===== src/hdl/mhpq_pkg.sv =====
// Shared types and constants for the min-heap priority queue.
package mhpq_pkg;

    localparam int CAPACITY = 128;
    localparam int KEY_W    = 32;
    localparam int COUNT_W  = 8;

    localparam logic OP_INSERT = 1'b0;
    localparam logic OP_REMOVE = 1'b1;

    localparam logic [1:0] ST_OK    = 2'd0;
    localparam logic [1:0] ST_FULL  = 2'd1;
    localparam logic [1:0] ST_EMPTY = 2'd2;

    // broadcast to every cell
    typedef struct packed {
        logic                    ins;
        logic                    rem;
        logic signed [KEY_W-1:0] key;
    } cell_cmd_t;

    // what a cell shows its neighbors
    typedef struct packed {
        logic                    gt;
        logic                    vld;
        logic signed [KEY_W-1:0] val;
    } cell_link_t;

    // next contents of a cell
    typedef struct packed {
        logic                    vld;
        logic signed [KEY_W-1:0] val;
    } cell_next_t;

endpackage


===== src/hdl/mhpq_cell.sv =====
// One slot of the sorted cell chain: compare with the broadcast key and shift.
module mhpq_cell (
    input  logic                aclk,
    input  logic                aresetn,
    input  mhpq_pkg::cell_cmd_t cmd,
    input  mhpq_pkg::cell_link_t left_link,
    input  mhpq_pkg::cell_link_t right_link,
    output mhpq_pkg::cell_link_t link,
    output mhpq_pkg::cell_next_t nxt
);

    logic                             vld_reg, vld_next;
    logic signed [mhpq_pkg::KEY_W-1:0] val_reg, val_next;
    logic                             gt;

    assign gt = !vld_reg || (val_reg > cmd.key);

    always_comb begin
        vld_next = vld_reg;
        val_next = val_reg;
        if (cmd.ins && gt) begin
            if (left_link.gt) begin
                vld_next = left_link.vld;
                val_next = left_link.val;
            end else begin
                vld_next = 1'b1;
                val_next = cmd.key;
            end
        end else if (cmd.rem) begin
            vld_next = right_link.vld;
            val_next = right_link.val;
        end
    end

    always_ff @(posedge aclk) begin
        if (!aresetn) begin
            vld_reg <= 1'b0;
        end else begin
            vld_reg <= vld_next;
        end
        val_reg <= val_next;
    end

    assign link.gt  = gt;
    assign link.vld = vld_reg;
    assign link.val = val_reg;
    assign nxt.vld  = vld_next;
    assign nxt.val  = val_next;

endmodule


===== config.mk =====
export PLATFORM = sky130hd
export DESIGN_NAME = mhpq_cell
export DESIGN_NICKNAME = d
export VERILOG_FILES = /design/src/hdl/mhpq_pkg.sv /design/src/hdl/mhpq_cell.sv
export SDC_FILE = /design/constraint.sdc
export NUM_CORES = 1
export LEC_CHECK = 0
export ABC_AREA = 1
export ABC_CLOCK_PERIOD_IN_PS = 3200
export BUFFER_PORTS_ARGS = -buffer_cell sky130_fd_sc_hd__buf_2
export CORE_ASPECT_RATIO = 1.2
export CORE_MARGIN = 10
export CORE_UTILIZATION = 25
export CTS_CLUSTER_DIAMETER = 50
export DETAILED_ROUTE_END_ITERATION = 7
export PLACE_DENSITY = 0.62
export SYNTH_ARGS = -nofsm -noshare
export SYNTH_HDL_FRONTEND = slang
export SYNTH_SLANG_ARGS = --single-unit

===== constraint.sdc =====
create_clock -name aclk -period 3.2 [get_ports aclk]
set_input_delay 0.64 -clock aclk [delete_from_list [all_inputs] [get_ports aclk]]
set_output_delay 0.64 -clock aclk [all_outputs]
set_load 0.01 [all_outputs]

==> results of run 1 <==
## cell families (layout without fill, tap and decap cells)
group,after synthesis,in the layout,share of synthesized area
buffers and inverters,65,258,0.109
AOI/OAI and AO/OA,81,81,0.178
adders and majority gates,32,32,0.144
DFF,33,33,0.238
muxes,33,33,0.133
and+or+nand+nor,129,129,0.198
## worst register-to-register path, stage by stage, from the launching register on
cell	delay, ns
dfxtp_1	0.34
ha_4	0.29
nand2_2	0.06
inv_2	0.06
buf_6	0.08
nand4_1	0.16
nor2_4	0.15
nand2_2	0.06
nand2_1	0.05
nand2_1	0.04
nand2_1	0.06
nand2_1	0.06
nand2_2	0.11
nand2_8	0.08
buf_6	0.14
buf_16	0.15
nand2_4	0.07
o21ai_4	0.05
buf_4	0.13
## layer usage
layer,global-route usage,share of wire
met1,0.140,0.37
met5,0,0
met4,0.0383,0.021
met3,0.0457,0.077
met2,0.251,0.53
## layout make-up
type / instances / share of cell area
timing repair buffer: 205 / 0.289
multi-input combinational: 275 / 0.496
clock buffer: 8 / 0.0257
sequential: 33 / 0.125
inverter: 45 / 0.0338
tap: 132 / 0.0312
## through the flow
| step | worst slack (ns) | hold WS [ns] |
|---|---|---|
| floorplan | 0.326 | 0.601 |
| detailed placement | -0.141 | 0.613 |
| global placement | -0.143 | 0.602 |
| CTS | -0.110 | 0.559 |
| finish | -0.0259 | 0.565 |
| global route | -0.181 | 0.563 |
## repair_timing
action	in CTS	in global routing
endpoints found under the setup margin	33	34
gates resized for setup	92	125
hold buffers	0	0
buffers inserted	8	5
pin swaps	38	45
endpoints found under the hold margin	0	0
gates cloned	6	0
## cells in the final DEF (no fill, tap or decap), types with 2 or more instances in the layout
master,Yosys,routed
nor2_4,0,4
nand3_1,4,3
o21ai_0,36,33
mux2_2,32,32
ha_4,0,23
inv_2,0,17
ha_1,32,8
buf_4,3,22
a21oi_1,13,5
buf_16,0,5
nand2_1,89,58
clkbuf_1,10,3
buf_2,1,133
inv_1,44,23
nor2_1,12,5
inv_4,0,4
nand2_4,0,20
clkbuf_16,0,5
dfxtp_1,33,33
buf_6,6,38
nor2_2,2,5
nand2_2,20,30
a21oi_2,0,8
buf_12,0,6
nand4_1,2,2
o21ai_4,0,29
o21ai_2,22,4
## path summary, 6_finish.rpt
check                                    startpoint                   to  slack [ns]  cells after the start
worst max-delay path                        cmd[19]              nxt[21]       -0.03                     19
worst min-delay path                        aresetn   vld_reg$_SDFF_PN0_        0.57                      3
worst max register to register  val_reg[19]$_DFF_P_   val_reg[2]$_DFF_P_        0.94                     18
worst min register to register  val_reg[28]$_DFF_P_  val_reg[28]$_DFF_P_        0.65                      3
## where the power goes
part | switching [mW] | total [mW] | internal (mW)
registers | 0.0901 | 0.584 | 0.494
clock network | 0.193 | 0.483 | 0.290
logic | 0.682 | 1.40 | 0.716
total | 0.965 | 2.46 | 1.50
==> qor.csv, run 1 <==
stage,metric,value,unit
outcome,status,"finished, violations left",
outcome,failing checks,negative setup slack,
placement,IO buf count,169,
drt,Pre-antenna DRT Iters,4,
synth,Post-synth EDFFs,0,
timing,worst slew pin tran,0.578,ns
drt,1st-iter DRT viols,118,
timing,fmax,310,MHz
finish,number of flip-flops in the largest register,32,
global_routing,GR Util All Layers,0.135,
placement,HPWL Detailed,7.87,mm
synth,Syn. warnings,0,
cts,CTS H-Tree Depth,2,
synth,Post-Syn Area,0.00278,mm2
synth,synthesized flop and latch total,33,
finish,FILL cells,1023,
placement,gpl congestion,0.736,
flow_run,MaxCap Viol Count,0,
power,Worst VDD drop,196,uV
synth,synth unique cells,22,
timing,Slew HR,0.615,
synth,top cell type's share of synthesized area,0.238,
min_path,Worst Hold Class,input port to flip-flop,
cts,clock tree sinks,33,
cts,CTS tree,done,
synth,"Avg Cell Area, Syn",7.44,um2
power,Pwr Density,465,mW/mm2
setup_path,CP Data Required Time,2.56,ns
synth,largest cells by area after synthesis,"dfxtp_1 24%, ha_1 14%, mux2_2 13%",
timing,Layout Skew,0.00662,ns
floorplan,width of the die,116,um
global_routing,vias in the first global route,3370,
synth,"area leader, netlist",dfxtp_1,
timing,Max Transition Viols Final,0,
finish,Final Core Density,0.485,
timing,final hold violation count,0,
cts,Max Root-Sink Buffers,2,
synth,synth cell count leaders,"89 x nand2_1, 44 x inv_1, 36 x o21ai_0, 33 x dfxtp_1",
global_routing,first-pass GRT wire length,16.9,mm
finish,Nets,701,
synth,Mapped Cells,373,
timing,post-route minimum period,3.23,ns
synth,register area share after synthesis,0.238,
global_routing,initial antenna violation count,0,
setup_path,WS Path Type,input port to output port,
power,"Power, Total",2.46,mW
drt,post-DR wirelength/cell,16.8,um
timing,Final WS setup,-0.0259,ns
global_routing,largest net degree at the start of global routing,64,
global_routing,remaining global-route overflow,0,
drt,drc violations,0,
timing,Final setup viols,12,
finish,register area,661,um2
setup_path,Buf/Inv on CP,7,
floorplan,Core Box Area,0.0109,mm2
setup_path,Crit-path slowest cell,ha_4,
finish,area of the multi-input gates,0.00263,mm2
power,LEAKAGE,2.53,nW
cts,clock latency on the worst-skew pair,0.28,ns
timing,setup TNS,-0.113,ns
drt,Vias,3256,
timing,unrepaired setup endpoints after global routing,yes,
setup_path,crit-path max FO,8,
finish,"non-filler cells, final",698,
floorplan,Initial Util,0.254,
finish,share of layout cells above drive strength 1,0.687,
synth,"FFs w/ async S/R, synth",0,
timing,crit share post-route,1.01,
floorplan,Die Area,0.0157,mm2
synth,most frequent cell after synthesis,nand2_1,
finish,Antenna diodes,0,
setup_path,crit path DAT,2.59,ns
placement,placed insts,673,
setup_path,"critical path, cell by cell","buf_8, inv_4, ha_4, nand2_2, inv_2, buf_6, nand4_1, nor2_4, nand2_2, nand2_1, nand2_1, nand2_1, nand2_1, nand2_2, nand2_8, buf_12, buf_16, o21ai_4, buf_6",
setup_path,nature of the critical path startpoint,input port,
floorplan,# rows,42,
drt,DRT Wirelength,11.7,mm
drt,Final ANT Viol Nets,0,
setup_path,Worst setup EP type,output port,
floorplan,boundary pin count,171,
cts,Root Driver,clkbuf_16,
finish,cell area after layout,0.00530,mm2
drt,DR vias/cell,4.66,
setup_path,crit-path leading delay family,simple AND/OR/NAND/NOR gates,
cts,"Clk pin slew, worst setup/hold paths",0.06,ns
setup_path,CP peak stage delay,0.26,ns
floorplan,die height,135,um
setup_path,"most used cell, CP",nand2_1,
finish,Layout area overhead,90.9,%
synth,"Net Count, Synth",509,
placement,Area after DPL,0.00384,mm2
cts,clock buffer count from CTS,5,
synth,ys flop type,dfxtp_1,
Power figures use the tool's default switching activity.
==> run 2: changes to the inputs <==
--- a/config.mk
+++ b/config.mk
@@ -10,10 +10,11 @@
 export BUFFER_PORTS_ARGS = -buffer_cell sky130_fd_sc_hd__buf_2
 export CORE_ASPECT_RATIO = 1.2
 export CORE_MARGIN = 10
-export CORE_UTILIZATION = 25
-export CTS_CLUSTER_DIAMETER = 50
+export CORE_UTILIZATION = 40
+export CTS_CLUSTER_DIAMETER = 200
 export DETAILED_ROUTE_END_ITERATION = 7
-export PLACE_DENSITY = 0.62
+export PLACE_DENSITY = 0.86
+export SKIP_LAST_GASP = 1
 export SYNTH_ARGS = -nofsm -noshare
 export SYNTH_HDL_FRONTEND = slang
 export SYNTH_SLANG_ARGS = --single-unit
==> run 2 against run 1 <==
  * The flow still finishes with violations (negative setup slack)
  * Via count grew 1.4%
  * Total power shrank 12%
  * Largest cell class unchanged
  * Critical endpoint is now nxt[9]
  * Largest power group unchanged
  * Setup slack gained 0.0090 ns
  * Register-to-register slack is essentially flat
  * Critical path type unchanged
==> qor.csv, run 2 (synthesis results as in run 1) <==
stage,metric,value,unit,change
outcome,status,"finished, violations left",,
outcome,failing checks,negative setup slack,,
global_routing,GR Util All Layers,0.196,,+0.0607
placement,dpl ws,-0.177,ns,-0.0357 ns
setup_path,Worst setup EP type,output port,,
drt,1st-iter DRT viols,78,,-34%
timing,Max Transition Viols Final,0,,unchanged
finish,Final Core Density,0.718,,+0.233
cts,CTS H-Tree Depth,2,,unchanged
min_path,Worst Hold Class,input port to flip-flop,,
timing,final hold violation count,0,,unchanged
setup_path,crit path DAT,2.58,ns,about the same
setup_path,CP Data Required Time,2.56,ns,about the same
setup_path,Buf/Inv on CP,5,,-2
placement,placed insts,627,,-6.8%
finish,FILL cells,491,,-52%
power,Worst VDD drop,270,uV,+37%
timing,Final WS setup,-0.0169,ns,+0.00905 ns
timing,unrepaired setup endpoints after global routing,yes,,
setup_path,Crit-path slowest cell,ha_1,,
finish,"non-filler cells, final",653,,-6.4%
cts,"Clk pin slew, worst setup/hold paths",0.07,ns,about the same
setup_path,nature of the critical path startpoint,input port,,
timing,post-route minimum period,3.22,ns,-0.00905 ns
global_routing,vias in the first global route,3533,,+4.8%
finish,Nets,701,,unchanged
setup_path,worst-case reg-to-reg path depth,17,,-1
timing,Slew HR,0.610,,-0.00501
floorplan,# rows,33,,-21%
power,"Power, Total",2.18,mW,-12%
placement,IO buf count,169,,unchanged
global_routing,largest net degree at the start of global routing,64,,unchanged
flow_run,MaxCap Viol Count,0,,unchanged
placement,HPWL Detailed,7.69,mm,-2.3%
timing,worst slew pin tran,0.586,ns,+0.00751 ns
finish,"commonest non-fill, non-tap cell in the layout",buf_2,,
cts,CTS Hold Bufs,0,,unchanged
drt,Pre-antenna DRT Iters,4,,unchanged
power,Pwr Density,445,mW/mm2,-4.4%
setup_path,Crit path depth,19,,unchanged
global_routing,remaining global-route overflow,0,,unchanged
floorplan,Die Area,0.0107,mm2,-32%
cts,clock tree sinks,33,,unchanged
power,LEAKAGE,2.43,nW,-3.9%
timing,crit share post-route,1.01,,-0.00283
timing,Final setup viols,4,,-8
drt,drc violations,0,,unchanged
floorplan,boundary pin count,171,,unchanged
finish,register area,661,um2,unchanged
drt,Vias,3300,,+1.4%
cts,clock latency on the worst-skew pair,0.28,ns,about the same
cts,Max Root-Sink Buffers,2,,unchanged
setup_path,"most used cell, CP",nand2_1,,
floorplan,width of the die,96.0,um,-17%
drt,Final ANT Viol Nets,0,,unchanged
global_routing,first-pass GRT wire length,16.9,mm,about the same
global_routing,initial antenna violation count,0,,unchanged
timing,Layout Skew,0.00283,ns,-0.00380 ns
cts,Root Driver,clkbuf_8,,
setup_path,"critical path, cell by cell","buf_2, inv_1, ha_1, nand2_1, nor2_2, nand2_2, nor2_2, nand2_2, nand2_1, nand2_1, nand2_1, nand2_2, nand2_4, nand2_8, buf_12, buf_12, nand2_1, o21ai_4, buf_2",,
placement,gpl congestion,0.890,,+21%
finish,area of the multi-input gates,0.00244,mm2,-7.2%
timing,fmax,311,MHz,+0.28%
finish,number of flip-flops in the largest register,32,,unchanged
finish,Layout area overhead,76.3,%,
floorplan,die height,111,um,-18%
floorplan,Core Box Area,0.00681,mm2,-38%
finish,share of layout cells above drive strength 1,0.655,,-0.0318
setup_path,reg2reg setup slack,0.94,ns,about the same
setup_path,CP peak stage delay,0.28,ns,+0.02 ns
setup_path,crit-path max FO,8,,unchanged
drt,DR vias/cell,5.05,,+8.3%
min_path,WHS Path Cells,3,,unchanged
cts,clock buffer count from CTS,5,,unchanged
drt,DRT Wirelength,11.5,mm,-2.1%
setup_path,WS Path Type,input port to output port,,
cts,CTS tree,done,,
drt,post-DR wirelength/cell,17.5,um,+4.6%
setup_path,crit-path leading delay family,simple AND/OR/NAND/NOR gates,,
floorplan,Initial Util,0.407,,+0.153
finish,Antenna diodes,0,,unchanged
finish,most frequent cells in the layout,"148 x buf_2, 72 x nand2_1, 33 x o21ai_0, 33 x dfxtp_1, 32 x mux2_2",,
==> run 2: layout make-up <==
class,instances,share of cell area
multi-input combinational,275,0.498
clock buffer,8,0.0164
tap,87,0.0223
timing repair buffer,205,0.291
sequential,33,0.135
inverter,45,0.0371
==> run 2: path summary, 6_finish.rpt <==
check	startpoint	end
setup / recovery	cmd[30]	nxt[9]
hold / removal	aresetn	vld_reg$_SDFF_PN0_
setup reg to reg	val_reg[21]$_DFF_P_	val_reg[16]$_DFF_P_
hold reg to reg	val_reg[0]$_DFF_P_	val_reg[0]$_DFF_P_
==> run 2: metal layers <==
metal / track usage / part of all wire / vias up
li1: - / - / 1609
met3: 0.0698 / 0.095 / 29
met2: 0.353 / 0.52 / 152
met1: 0.196 / 0.35 / 1510
met4: 0.0739 / 0.031 / 0
met5: 0 / 0 / -
==> run 2: report_power, final <==
group | switching [mW] | total, mW | internal, mW
sequential | 0.0913 | 0.584 | 0.493
combinational | 0.639 | 1.28 | 0.643
clock | 0.155 | 0.310 | 0.155
total | 0.885 | 2.18 | 1.29
==> run 2: metrics by stage <==
| step | area [um2] | setup TNS (ns) | hold WS, ns |
|---|---|---|---|
| floorplan | 2780 | 0 | 0.601 |
| global placement | 3770 | -2.80 | 0.601 |
| detailed placement | 3770 | -4.51 | 0.609 |
| CTS | 4580 | -1.94 | 0.561 |
| global route | 4890 | -3.48 | 0.577 |
| finish | 4890 | -0.0251 | 0.578 |
==> run 2: worst min-delay path, delay by kind of cell <==
family | cells | cell delay [ns]
buffers and inverters | 2 | 0.14
and+or+nand+nor | 1 | 0.04
==> run 2: what timing repair did <==
item | CTS | global route
setup buffers | 8 | 6
gates resized for setup | 105 | 53
gates cloned | 5 | 1
endpoints found under the setup margin | 32 | 33
pin swaps | 40 | 27
==> run 3: changes to the inputs <==
--- a/config.mk
+++ b/config.mk
@@ -7,12 +7,13 @@
 export LEC_CHECK = 0
 export ABC_AREA = 1
 export ABC_CLOCK_PERIOD_IN_PS = 3200
-export BUFFER_PORTS_ARGS = -buffer_cell sky130_fd_sc_hd__buf_2
+export BUFFER_PORTS_ARGS = -buffer_cell sky130_fd_sc_hd__buf_4
 export CORE_ASPECT_RATIO = 1.2
 export CORE_MARGIN = 10
 export CORE_UTILIZATION = 40
 export CTS_CLUSTER_DIAMETER = 200
 export DETAILED_ROUTE_END_ITERATION = 7
+export MAX_ROUTING_LAYER = met4
 export PLACE_DENSITY = 0.86
 export SKIP_LAST_GASP = 1
 export SYNTH_ARGS = -nofsm -noshare
==> run 3 against run 2 <==
  * Via count grew 2.7%
  * Register-to-register slack lost 1.0 ns
  * Core utilization grew 4.4 points
  * Clock skew grew 0.0082 ns
  * Critical path depth grew 6
  * Sequential power shrank 0.9%
  * Critical path type is now input port to flip-flop
  * Global-route usage shrank 0.057 points
  * Die area is the same
  * Largest power group unchanged
  * Clock power is essentially flat
  * Sequential cell count is the same
  * Routed wire length grew 7.0%
  * Largest cell class unchanged
  * The flow still finishes with violations (negative setup slack)
==> qor.csv, run 3 (synthesis results as in run 1) <==
stage,metric,value,unit,change
outcome,status,"finished, violations left",,
outcome,failing checks,negative setup slack,,
floorplan,die height,111,um,unchanged
placement,gpl congestion,0.886,,-0.42%
setup_path,CP peak stage delay,0.21,ns,-0.07 ns
cts,clock buffer count from CTS,5,,unchanged
finish,number of flip-flops in the largest register,32,,unchanged
timing,Final WS setup,-0.172,ns,-0.155 ns
finish,share of layout cells above drive strength 1,0.637,,-0.0182
timing,setup TNS,-3.84,ns,-3.81 ns
cts,"Clk pin slew, worst setup/hold paths",0.07,ns,about the same
min_path,WHS Path Cells,3,,unchanged
timing,Max Transition Viols Final,0,,unchanged
floorplan,Initial Util,0.407,,unchanged
setup_path,nature of the critical path startpoint,input port,,
power,LEAKAGE,2.60,nW,+7.3%
floorplan,width of the die,96.0,um,unchanged
timing,post-route minimum period,3.37,ns,+0.155 ns
setup_path,reg2reg setup slack,-0.09,ns,-1.03 ns
finish,Antenna diodes,0,,unchanged
placement,Area after DPL,0.00420,mm2,+11%
timing,final hold violation count,0,,unchanged
timing,fmax,297,MHz,-4.6%
cts,Max Root-Sink Buffers,2,,unchanged
drt,1st-iter DRT viols,92,,+18%
timing,Slew HR,0.664,,+0.0545
setup_path,Crit-path slowest cell,ha_4,,
setup_path,worst-case reg-to-reg path depth,23,,+6
timing,Layout Skew,0.0110,ns,+0.00821 ns
drt,Pre-antenna DRT Iters,4,,unchanged
global_routing,first-pass GRT wire length,16.6,mm,-2.0%
drt,Vias,3389,,+2.7%
cts,CTS H-Tree Depth,2,,unchanged
setup_path,crit-path max FO,7,,-1
finish,Final Core Density,0.762,,+0.0439
floorplan,# rows,33,,unchanged
global_routing,largest net degree at the start of global routing,64,,unchanged
global_routing,GR Util All Layers,0.196,,-0.000573
global_routing,remaining global-route overflow,0,,unchanged
drt,DR vias/cell,5.09,,+0.69%
power,Worst VDD drop,277,uV,+2.7%
global_routing,vias in the first global route,3499,,-0.96%
finish,"commonest non-fill, non-tap cell in the layout",buf_4,,
setup_path,Worst setup EP type,flip-flop,,
placement,HPWL Detailed,7.94,mm,+3.2%
setup_path,WS Path Type,input port to flip-flop,,
setup_path,RR Endpoint,val_reg[7]$_DFF_P_,,
floorplan,Die Area,0.0107,mm2,unchanged
finish,FILL cells,468,,-4.7%
cts,Root Driver,clkbuf_8,,
cts,CTS tree,done,,
min_path,critical hold path startpoint,aresetn,,
timing,crit share post-route,1.05,,+0.0484
timing,unrepaired setup endpoints after global routing,yes,,
placement,IO buf count,169,,unchanged
finish,most frequent cells in the layout,"193 x buf_4, 68 x nand2_1, 33 x dfxtp_1, 32 x o21ai_0, 32 x mux2_2",,
finish,Nets,714,,+1.9%
power,Pwr Density,440,mW/mm2,-1.0%
setup_path,crit path DAT,3.55,ns,+0.97 ns
drt,drc violations,0,,unchanged
drt,post-DR wirelength/cell,18.4,um,+4.9%
setup_path,"most used cell, CP",buf_4,,
cts,clock latency on the worst-skew pair,0.28,ns,about the same
setup_path,CP Data Required Time,3.38,ns,+0.82 ns
setup_path,r2r startpoint,val_reg[21]$_DFF_P_,,
floorplan,Core Box Area,0.00681,mm2,unchanged
cts,clock tree sinks,33,,unchanged
floorplan,boundary pin count,171,,unchanged
power,"Power, Total",2.28,mW,+5.0%
min_path,Worst Hold Class,input port to flip-flop,,
timing,Final setup viols,35,,+31
global_routing,initial antenna violation count,0,,unchanged
drt,DRT Wirelength,12.3,mm,+7.0%
timing,worst slew pin tran,0.504,ns,-0.0818 ns
finish,Layout area overhead,87.1,%,
min_path,Hold Crit Endpoint,vld_reg$_SDFF_PN0_,,
finish,cell area after layout,0.00519,mm2,+6.1%
flow_run,MaxCap Viol Count,0,,unchanged
drt,Final ANT Viol Nets,0,,unchanged
run 3: report_power, final:
group | leakage, nW | internal (mW) | switching (mW) | total (mW)
logic | 2.29 | 0.746 | 0.646 | 1.39
registers | 0.278 | 0.493 | 0.0856 | 0.579
clock network | 0.0395 | 0.155 | 0.158 | 0.313
total | 2.60 | 1.39 | 0.890 | 2.28
run 3: area by class of cell:
type,instances,area [um2],area share
clock buffers,8,80.1,0.0154
multi-input cells,275,2320,0.447
repair buffers,218,1840,0.355
inverters,45,181,0.0349
flip-flops and latches,33,661,0.127
well taps,87,109,0.0210
run 3: worst max-delay path: cells and delay by family:
kind,cells,cell delay [ns]
adders and majority gates,1,0.21
AOI/OAI and AO/OA,3,0.41
buffers and inverters,12,1.46
and+or+nand+nor,9,0.84
run 3: stage by stage:
| step | setup slack [ns] | hold WS, ns | cells |
|---|---|---|---|
| floorplan | 0.326 | 0.601 | 373 |
| detailed placement | -0.149 | 0.624 | 628 |
| global placement | -0.119 | 0.608 | 628 |
| global route | -0.295 | 0.593 | 666 |
| finish | -0.172 | 0.590 | 666 |
| CTS | -0.0275 | 0.571 | 657 |
run 3: routing by layer:
layer,share of wire,track usage
met1,0.35,0.197
met2,0.54,0.353
met3,0.083,0.0542
met4,0.027,0.0522
met5,0,-
run 3: timing repair:
item                       in CTS  in global routing
setup buffers                  19                  6
cloned                          2                  3
pin swaps                      12                 14
gates resized for setup        43                 85
setup endpoints to repair      31                 35
hold buffers                    0                  0
run 3: worst max path at each step:
stage          startpoint            endpoint  slack, ns  cells after the start
2_1_floorplan     cmd[31]              nxt[1]       0.33                     13
3_3_place_gp      cmd[23]             nxt[15]      -0.12                     18
3_5_place_dp      cmd[23]             nxt[12]      -0.15                     18
4_1_cts            cmd[7]             nxt[31]      -0.03                     19
5_1_grt           cmd[21]              nxt[7]      -0.29                     19
6_report          cmd[21]  val_reg[7]$_DFF_P_      -0.17                     25
